<file path="config.mk">
export PLATFORM = sky130hd
export DESIGN_NAME = rpn_front
export DESIGN_NICKNAME = d
export VERILOG_FILES = /design/src/hdl/rpn_pkg.sv /design/src/hdl/rpn_front.sv
export SDC_FILE = /design/constraint.sdc
export NUM_CORES = 1
export LEC_CHECK = 0
export BUFFER_PORTS_ARGS = -buffer_cell sky130_fd_sc_hd__buf_2
export CAP_MARGIN = 25
export CORE_MARGIN = 2
export CORE_UTILIZATION = 36
export DETAILED_ROUTE_END_ITERATION = 10
export RECOVER_POWER = 100
export SETUP_SLACK_MARGIN = 0.2
export SYNTH_ARGS = -nofsm -noshare
export SYNTH_HDL_FRONTEND = slang
export SYNTH_SLANG_ARGS = --single-unit
</file>
<file path="constraint.sdc">
create_clock -name clk -period 2.67 [get_ports clk]
set_input_delay 0.1335 -clock clk [delete_from_list [all_inputs] [get_ports clk]]
set_output_delay 0.1335 -clock clk [all_outputs]
set_load 0.01 [all_outputs]
</file>
<file path="src/hdl/rpn_pkg.sv">
// ----------------------------------------------------------------------------
// RPN calculator package
// Shared action codes, error codes and the queue entry type.
// ----------------------------------------------------------------------------
package rpn_pkg;

  localparam logic [3:0] ACT_PUSH       = 4'd0;
  localparam logic [3:0] ACT_ADD        = 4'd1;
  localparam logic [3:0] ACT_SUB        = 4'd2;
  localparam logic [3:0] ACT_MUL        = 4'd3;
  localparam logic [3:0] ACT_DIV        = 4'd4;
  localparam logic [3:0] ACT_MOD        = 4'd5;
  localparam logic [3:0] ACT_DUP        = 4'd6;
  localparam logic [3:0] ACT_SWAP       = 4'd7;
  localparam logic [3:0] ACT_CLEAR      = 4'd8;
  localparam logic [3:0] ACT_PRINT      = 4'd9;
  localparam logic [3:0] ACT_PRINT_SAVE = 4'd10;
  localparam logic [3:0] ACT_RECALL     = 4'd11;
  localparam logic [3:0] ACT_UNKNOWN    = 4'd12;

  localparam logic [2:0] ERR_NONE    = 3'd0;
  localparam logic [2:0] ERR_EMPTY   = 3'd1;
  localparam logic [2:0] ERR_FULL    = 3'd2;
  localparam logic [2:0] ERR_ZERODIV = 3'd3;
  localparam logic [2:0] ERR_UNKNOWN = 3'd4;

  // Classified token handed from the front end to the executor.
  typedef struct packed {
    logic [3:0]  action;
    logic        known;
    logic [31:0] operand;
  } token_t;

endpackage

</file>
<file path="src/hdl/rpn_front.sv">
// ----------------------------------------------------------------------------
// RPN front end
// Accepts tokens, classifies them and queues them for the executor.
// ----------------------------------------------------------------------------
module rpn_front (
  input  logic                 clk,
  input  logic                 rst_n,
  input  logic                 in_valid,
  output logic                 in_ready,
  input  logic [3:0]           in_action,
  input  logic signed [31:0]   in_operand,
  output logic                 q_valid,
  input  logic                 q_ready,
  output rpn_pkg::token_t      q_token
);

  // Two-entry queue.
  rpn_pkg::token_t mem_r [2];
  logic            wp_r, rp_r;
  logic [1:0]      cnt_r;
  rpn_pkg::token_t tok;
  logic            push, pop;

  always_comb begin
    tok.action  = in_action;
    tok.known   = (in_action <= rpn_pkg::ACT_RECALL);
    tok.operand = in_operand;
  end

  assign in_ready = (cnt_r != 2'd2);
  assign q_valid  = (cnt_r != 2'd0);
  assign q_token  = mem_r[rp_r];
  assign push     = in_valid && in_ready;
  assign pop      = q_valid && q_ready;

  always_ff @(posedge clk) begin
    if (push) begin
      mem_r[wp_r] <= tok;
    end
    if (!rst_n) begin
      wp_r  <= 1'b0;
      rp_r  <= 1'b0;
      cnt_r <= 2'd0;
    end else begin
      if (push) wp_r <= ~wp_r;
      if (pop) rp_r <= ~rp_r;
      cnt_r <= cnt_r + {1'b0, push} - {1'b0, pop};
    end
  end

endmodule

</file>
**Yosys cells after proc, flatten, opt, wreduce, memory -nomap -nowiden**

Memories as Yosys holds them, arrays and structs flattened. A register that Yosys moved wholly into a read port is not among the register bits.
Cells that the tools add are included.

- Register bits after elaboration: 4
- Logic and storage cells: 17
- Bits in writable memories: 74
- Memories: 1
- Output and inout bits: 39

- Bitwise gates (word level): 2
- Mux-type cells: 4
- Equal/unequal tests: 1
- Reduce and logical (&&, ||, !) cells: 3
- $lt $le $gt $ge: 1
- Add/sub/neg operators: 2

Memories:

| name | depth | bits a word | read ports | clocked after Yosys merged registers in | write ports | RTL line | text |
|---|---|---|---|---|---|---|---|
| mem_r | 2 | 37 | 1 | 1 | 1 | rpn_front.sv:18 | `rpn_pkg::token_t mem_r [2];` |

Operator list:

| kind | count |
|---|---|
| less-or-equal comparator 4 bit, second input constant | 1 |
| two-way mux 1 bit | 4 |
| adder 2 x 1 -> 2 bit | 1 |
| logical AND 1 bit | 2 |
| != test 2 bit, second input constant | 1 |
| NOT 1 bit | 2 |
| nonzero test 2 bit | 1 |
| subtractor 2 x 1 -> 2 bit | 1 |

**Longest topological paths before layout**

Gate-level depths: netlist of the first run.

- Depth after elaboration: 4
- Gate-level depth with buffers: 6
- Mapped depth without buffers: 6

**Worst setup path before layout of the first run**

Ideal clock, no wire load.

- Path type: register to register
- Start point: register cnt_r[0]
- End point: memory mem_r[1][0] (netlist bit) (enable)
- Setup time: 0.398 ns
- Path slack: 0.663 ns
- Required time: 2.272 ns
- Cell stages (with the launch flop): 3
- Data arrival time: 1.609 ns
- Cell sequence: dfxtp_1 -> nand2b_1 -> and3_1

- Longest elaborated chain between the ends: 4

Ends and longest elaborated chain:

| what | RTL line | text |
|---|---|---|
| start, declared | rpn_front.sv:20 | `logic [1:0] cnt_r;` |
| start signal, assigned | rpn_front.sv:47 | `cnt_r <= cnt_r + {1'b0, push} - {1'b0, pop};` |
| != test 2 bit | rpn_front.sv:30 | `assign in_ready = (cnt_r != 2'd2);` |
| net in_ready | rpn_front.sv:9 | `output logic in_ready,` |
| logical AND 1 bit | rpn_front.sv:33 | `assign push = in_valid && in_ready;` |
| two-way mux 1 bit | rpn_front.sv:37 | `if (push) begin` |
| two-way mux 1 bit (not written as such) | rpn_front.sv:38 | `mem_r[wp_r] <= tok;` |
| end, declared | rpn_front.sv:18 |  |

The timed path passes the listed nets, and every way through them passes these cells.

==> results of run 1 <==
-- how the worst min path moves through the flow --
stage | from | end | cells after the start
CTS | rst_n | flop | 2
global placement | in_operand[6] | mem_r[0][6] | 1
detailed placement | in_operand[28] | mem_r[0][28] | 1
global route | rst_n | flop | 2
finish | rst_n | flop | 2
floorplan | in_operand[0] | mem_r[0][0] | 0
-- worst max-delay path: stages, from the launching register on --
cell	delay, ns
sky130_fd_sc_hd__dfxtp_2	0.31
sky130_fd_sc_hd__clkbuf_2	0.73
sky130_fd_sc_hd__mux2_1	0.42
sky130_fd_sc_hd__buf_2	0.15
-- routing by layer --
| layer | track usage (%) | part of all wire [%] | up-vias |
|---|---|---|---|
| li1 | - | - | 813 |
| met1 | 13.9 | 43 | 801 |
| met2 | 21.3 | 50 | 60 |
| met3 | 4.47 | 5.5 | 9 |
| met4 | 4.71 | 1.4 | 0 |
| met5 | 0 | 0 | - |
-- layout make-up --
| type | count | area [µm²] |
|---|---|---|
| fillers | 715 | 3940 |
| flip-flops and latches | 79 | 2320 |
| repair buffers | 119 | 692 |
| multi-input cells | 61 | 581 |
| clock buffers | 11 | 131 |
| well taps | 102 | 128 |
| clock inverters | 4 | 47.5 |
| inverters | 1 | 3.75 |
-- logic make-up after synthesis --
| group | count (synthesis) |
|---|---|
| AO/OA/AOI/OAI | 7 |
| multiplexers | 38 |
| XOR/XNOR | 1 |
| buffers and inverters | 5 |
| flip-flops | 79 |
| AND/OR/NAND/NOR | 14 |
| adder cells (fa/ha/maj) | 1 |
-- state kept, by name, indices dropped and copies added, names as in the netlist, named ones only --
signal / flops
cnt_r: 2
rp_r: 1
wp_r: 1
mem_r: 74
-- stage by stage --
step                      worst slack, ns  hold WS (ns)  area [µm²]  power [W]
after floorplan                     0.663         0.232        2950    0.00202
after global placement              0.834         0.324        3460    0.00225
after detailed placement            0.789         0.327        3460    0.00226
after CTS                           0.778        0.0640        4000    0.00311
after global routing                0.358        0.0893        3910    0.00318
final                               0.583        0.0754        3910    0.00303
-- cell usage in the layout, fill, tap and decap left out, types with 2 or more instances in the layout --
cell,count
sky130_fd_sc_hd__nand2b_1,2
sky130_fd_sc_hd__edfxtp_1,74
sky130_fd_sc_hd__clkbuf_8,9
sky130_fd_sc_hd__buf_2,12
sky130_fd_sc_hd__o21ai_0,2
sky130_fd_sc_hd__and2_1,2
sky130_fd_sc_hd__mux2_2,36
sky130_fd_sc_hd__nand2_1,2
sky130_fd_sc_hd__dlygate4sd3_1,36
sky130_fd_sc_hd__dfxtp_1,4
sky130_fd_sc_hd__clkinv_2,2
sky130_fd_sc_hd__clkbuf_1,71
sky130_fd_sc_hd__a21bo_1,2
sky130_fd_sc_hd__nor2_1,2
-- report_power, final --
part	switching [W]	internal, W	total, W
combinational	0.000357	0.000307	0.000664
sequential	0.0000397	0.00151	0.00155
clock	0.000391	0.000425	0.000815
total	0.000787	0.00224	0.00303
==> summary.md, run 1 <==
Of the total synthesized cell area, the portion taken by full adders, half adders and majority gates is 0.425%. The clock reaches the later pin of the worst-skew pair after 0.33 ns. The number of placed I/O pins was 79; the floorplan core area was 7850 µm². Total of buffers placed on input and output ports: 78. Startpoint-to-endpoint class of the critical path: reg -> out. CTS placed an instance of sky130_fd_sc_hd__clkbuf_8 at the clock tree root. Headroom to the max-slew limit came out at 20.1%.

After layout, the minimum clock period comes to 2.09 ns. The number of remaining DRC errors was 0; the cell count after placement was 326. Kind of start point of the critical path: a flop. Class of the worst hold path: in -> reg.

Post-synthesis compound-gate area fraction: 1.83%. The longest clock path from root to sink contains 2 buffers. Before antenna repair, the detailed router went through 5 iterations. Share of the clock period used by the worst path after layout: 78.2%. The wire length after detailed routing is 5.39 mm. TritonCTS built the clock tree. STA classifies the critical path endpoint as a primary output. The first global-routing pass estimated 8.00 mm of wire. The analysis attributes to cell leakage a power of 1.33 nW.

The fraction of the mapped netlist area in simple logic gates was 2.63%; the aggregate global-route resource usage was 12.3%. The vertical die dimension was 94.5 µm. The clock sink count was 79; the net count reported at finish was 312. Summed over all instances, the cell type with the most area after synthesis is sky130_fd_sc_hd__edfxtp_1. The fmax is 479 MHz, and the fraction of final layout cells sized beyond drive strength 1 is 24.0%. The number of diodes added for antenna fixing is 0, and the arrival time of data at the critical path endpoint is 1.95 ns.

The standard-cell row count was 32; the final weighted congestion in routability-driven placement was 0.669. Yosys attributes the largest share of cell area to sky130_fd_sc_hd__edfxtp_1 (75%), sky130_fd_sc_hd__mux2_2 (14%), sky130_fd_sc_hd__dfxtp_1 (3.4%), sky130_fd_sc_hd__buf_6 (1.1%), sky130_fd_sc_hd__a21bo_1 (0.68%). The synthesized netlist net count was 186; the total number of vias was 1683. For the maximum vdd ir drop, the log shows 0.383 mV. The post-synthesis instance area is 2950 µm², and the synthesized area per cell is 20.3 µm². The clock tree synthesis step divided the H-tree into 3 levels. The highest fanout seen on the critical path came out at 37. The area added between synthesis and finish was 32.6%; the setup slack of the worst register-to-register path was 0.59 ns. For this run, the number of Yosys warnings is 0. The worst reg2reg path depth was 4.

The initial antenna violation count was 0; the async set-reset flop share out of synthesis was 0%. In this run the power density over the cells is 775 nW/µm². The number of failing hold endpoints at the final stage was 0. In the final routed layout, each cell accounts on average for 14.3 µm. The primary flip-flop cell chosen by synthesis mapping is sky130_fd_sc_hd__edfxtp_1. Most used standard cell by instance count after synthesis: sky130_fd_sc_hd__edfxtp_1. In this run, synthesis produced a sequential element count of 79. Setup repair after global routing left no endpoint under its margin. The vias per cell is 4.46. For this configuration, the core starts out at a cell density of 37.5%. The sequential area share after synthesis was 78.8%.

The estimated wirelength of the detail-placed design was 3.29 mm; the final-report setup violation count was 0. The final worst clock skew is 0.0124 ns, and the final sum of negative setup slack is 0 ns. Combinational family with the most area after synthesis: multiplexers.

The tools report the endpoint of the worst register-to-register path as mem_r[0][13]. The via count of the first global-routing pass was 1722. The number of pins with negative max-slew slack in the final report is 0.

Leaving out filler cells and counting taps, the final layout contains 377. The xor and xnor fraction of the mapped netlist area is 0.297%. The startpoint of the most critical register-to-register path is cnt_r[0]. The number of DRC markers in iteration 0 was 55; the number of enable flip-flop cells after synthesis was 74. The die is 94.5 µm wide. The pin count of the biggest net entering global routing came out at 38.

The logs give 0 for the number of gates resized after CTS and 0 for the residual antenna-violating net count after detailed routing. After clock tree synthesis, the clock-pin slew on the worst setup and hold paths is 0.07 ns. After clock tree synthesis, the flow added hold-fix buffers numbering 36. The instance count of the mapped netlist came out at 145. Multiplexer cells account for 14.5% of the synthesized area. The number of different library cells used by synthesis comes to 24. The data required time of the critical path was 2.54 ns.

The total overflow left after global routing is 0. The tools report the critical path endpoint as q_token[34]. At the pin with the least slew margin, the transition time is 1.20 ns. The die covers 8920 µm². The flow ran to the end, and the final reports show no timing, DRC or antenna violations. The run gives 49.8% as the core utilization of the finished layout. In the synthesized netlist, the cells that appear most often are sky130_fd_sc_hd__edfxtp_1 (74), sky130_fd_sc_hd__mux2_2 (37), sky130_fd_sc_hd__dfxtp_1 (5). Counting the buffers created by CTS gives 9.

The max-cap violation count is 0, and the top cell type's share of synthesized area is 75.4%. For the buffer count from post-CTS setup fixing, the log shows 0.
Power figures use the tool's default switching activity.
==> run 2: changes to the inputs <==
- clock period: 2.67 -> 2 ns (I/O delays scaled with it)
==> summary.md, run 2 (synthesis results as in run 1) <==
The run finished with clean final reports. Class of the worst hold path: in -> reg. In this run the critical register-to-register path is launched from cnt_r[0]. The number of cells on the worst hold path was 2 (unchanged); the leakage dissipation was 1.33 nW (+0.70%). The logs give 0.00288 W (+28%) for the design internal power and 584 MHz for the fmax. The buffer count from post-CTS setup fixing was 0 (unchanged); the net switching power of the design was 0.00105 W (+33%). The endpoint identified for the worst register-to-register timing path is mem_r[0][5]. The logs give 0.0494 ns (-0.0260 ns) for the final hold slack and 311 (-0.32%) for the net count reported at finish. The highest fanout seen on the critical path was 30 (-19%).

The tools report the worst slew slack as a fraction of its limit as 75.5% (+55 points). The worst reg2reg path depth works out to 4 (unchanged). The area added between synthesis and finish works out to 33.0%.

The power per cell area came out at 1000 nW/µm² (+29%). Total number of vias: 1659 (-1.4%). The logs give 12.1% (-0.25 points) for the aggregate global-route resource usage and 0 (unchanged) for the number of pins with negative max-slew slack in the final report. The residual antenna-violating net count after detailed routing was 0 (unchanged); the final period demand of the worst path was 1.71 ns. The startpoint-to-endpoint class of the critical path is reg -> reg. In this run the most critical hold path is launched from rst_n. Leaving out fill and tap cells, the most frequent cell in the layout is sky130_fd_sc_hd__edfxtp_1.

The run gives 22.4% (+0.5 points) as the share of power burned in combinational logic. The initial antenna violation count was 0 (unchanged). The tools report the aggregate global routing overflow as 0 (unchanged). TritonCTS built the clock tree. The total of buffers placed on input and output ports is 78 (unchanged). The worst hold path terminates at rp_r. The top cell types in the final layout, fill and taps aside, are sky130_fd_sc_hd__edfxtp_1 (74), sky130_fd_sc_hd__clkbuf_1 (63), sky130_fd_sc_hd__mux2_2 (37).

Setup repair after global routing left no endpoint under its margin. The wire length of the first global-routing pass was 7.83 mm (-2.1%); the estimated wirelength of the detail-placed design was 3.23 mm (-1.8%). STA classifies the critical path endpoint as a flop. The actual slew at the worst max-slew pin is 0.365 ns (-0.833 ns). The run gives 0 (unchanged) as the number of failing hold endpoints at the final stage. For the maximum buffer depth of the clock tree, the log shows 2 (unchanged). For the number of placed I/O pins, the log shows 79 (unchanged). The flip-flop count of the largest register, all copies and words added came out at 74 (unchanged). The logs give 31 (-18%) for the pin count of the biggest net entering global routing and 0.678 (+1.4%) for the final weighted congestion in routability-driven placement. Largest register by flop count: mem_r. The tools report the number of diodes added for antenna fixing as 0 (unchanged). STA classifies the critical path startpoint as a flop.

The number of H-tree levels was 3 (unchanged). The largest registers in the layout are mem_r x74, cnt_r x2. The vias per cell was 4.42 (-0.90%); the clock sink count was 79 (unchanged). The TritonCTS buffer count is 9 (unchanged). The tools report the iteration count of the initial detailed-routing pass as 4 (-1). The tools report the fill cell instance count of the final layout as 705 (-1.4%). The wire length after detailed routing is 5.23 mm (-3.1%), and the share of power burned in registers is 53.5% (+2.4 points). The CTS root buffer is sky130_fd_sc_hd__clkbuf_8. The final critical path takes up 85.7% of the cycle. The number of remaining DRC errors is 0 (unchanged), and the share of power burned in the clock network is 24.0% (-2.9 points). The floorplan core area came out at 7850 µm² (unchanged). The CTS clock-pin slew for the worst setup and hold paths came out at 0.07 ns (about the same).

The detail-routed net length per standard cell is 13.9 µm (-2.6%), and the initial cell density of the core is 37.5% (unchanged). The arrival time of data at the critical path endpoint is 1.72 ns (-0.23 ns), and the insertion delay of the later-clocked pin in the worst-skew pair is 0.33 ns (about the same). The tools report the overall die area as 8920 µm² (unchanged).

The run gives 0.453 mV (+18%) as the maximum vdd ir drop. The die boundary width is 94.5 µm (unchanged), and the vertical die dimension is 94.5 µm (unchanged). The setup slack of the worst register-to-register path was 0.29 ns (-0.30 ns); the via count of the first global-routing pass was 1699 (-1.3%). The fraction of final layout cells sized beyond drive strength 1 came out at 26.7% (+2.7 points). The number of DRC markers in iteration 0 is 27 (-51%), and the final sum of negative setup slack is 0 ns (unchanged). The final worst clock skew was 0.00960 ns (-0.00282 ns); the final-report setup violation count was 0 (unchanged). The max-cap violation count is 0 (unchanged).

For the data required time of the critical path, the log shows 2.00 ns (-0.54 ns). The standard-cell row count was 32 (unchanged). The share of total power consumed by net switching works out to 26.7% (+0.66 points).
==> run 2: final cells by class <==
type,instances,area (µm²),area share (%)
multi-input cells,61,581,14.8
clock inverters,5,27.5,0.702
repair buffers,118,728,18.6
flip-flops and latches,79,2330,59.4
well taps,102,128,3.26
inverters,1,5.00,0.128
clock buffers,9,124,3.16
==> run 2: metrics by stage <==
stage | util (%) | power [W] | worst slack (ns) | instances | area (µm²)
6_report | 49.9 | 0.00392 | 0.286 | 375 | 3920
5_1_grt | 49.9 | 0.00413 | 0.152 | 375 | 3920
4_1_cts | 51.1 | 0.00404 | 0.214 | 375 | 4010
3_5_place_dp | 44.6 | 0.00304 | 0.384 | 325 | 3500
3_3_place_gp | 44.6 | 0.00304 | 0.412 | 325 | 3500
2_1_floorplan | - | 0.00269 | 0.336 | 145 | 2950
==> run 2: worst max path at each step <==
stage | slack [ns] | endpoint | startpoint
global placement | 0.41 | mem_r[1][29] | cnt_r[0]
finish | 0.29 | mem_r[0][5] | cnt_r[0]
detailed placement | 0.38 | mem_r[1][26] | cnt_r[0]
global route | 0.15 | mem_r[0][0] | cnt_r[0]
floorplan | 0.34 | mem_r[0][0] | cnt_r[0]
CTS | 0.21 | q_token[0] | flop
==> run 2: per-layer routing <==
| layer | global-route usage (%) | routed length, µm |
|---|---|---|
| met1 | 14.1 | 2330 |
| met2 | 19.8 | 2500 |
| met3 | 3.59 | 336 |
| met4 | 6.88 | 61 |
| met5 | 0 | 0 |
==> run 2: timing repair <==
action,CTS,global route
gates resized for setup,0,1
hold endpoints to repair,72,0
setup endpoints to repair,0,23
hold buffers,36,0
==> run 2: critical path: stages (launching register included) <==
cell	delay [ns]
sky130_fd_sc_hd__dfxtp_1	0.44
sky130_fd_sc_hd__nand2b_1	0.20
sky130_fd_sc_hd__nand3b_1	0.12
sky130_fd_sc_hd__clkinvlp_2	0.27
sky130_fd_sc_hd__buf_6	0.34
==> run 2: power by group through the flow <==
stage	logic (W)	registers, W	clock network [W]
2_1_floorplan	0.000605	0.00209	0
3_3_place_gp	0.000910	0.00213	0
3_5_place_dp	0.000906	0.00214	0
4_1_cts	0.000966	0.00210	0.000978
5_1_grt	0.000967	0.00212	0.00104
6_report	0.000880	0.00210	0.000943
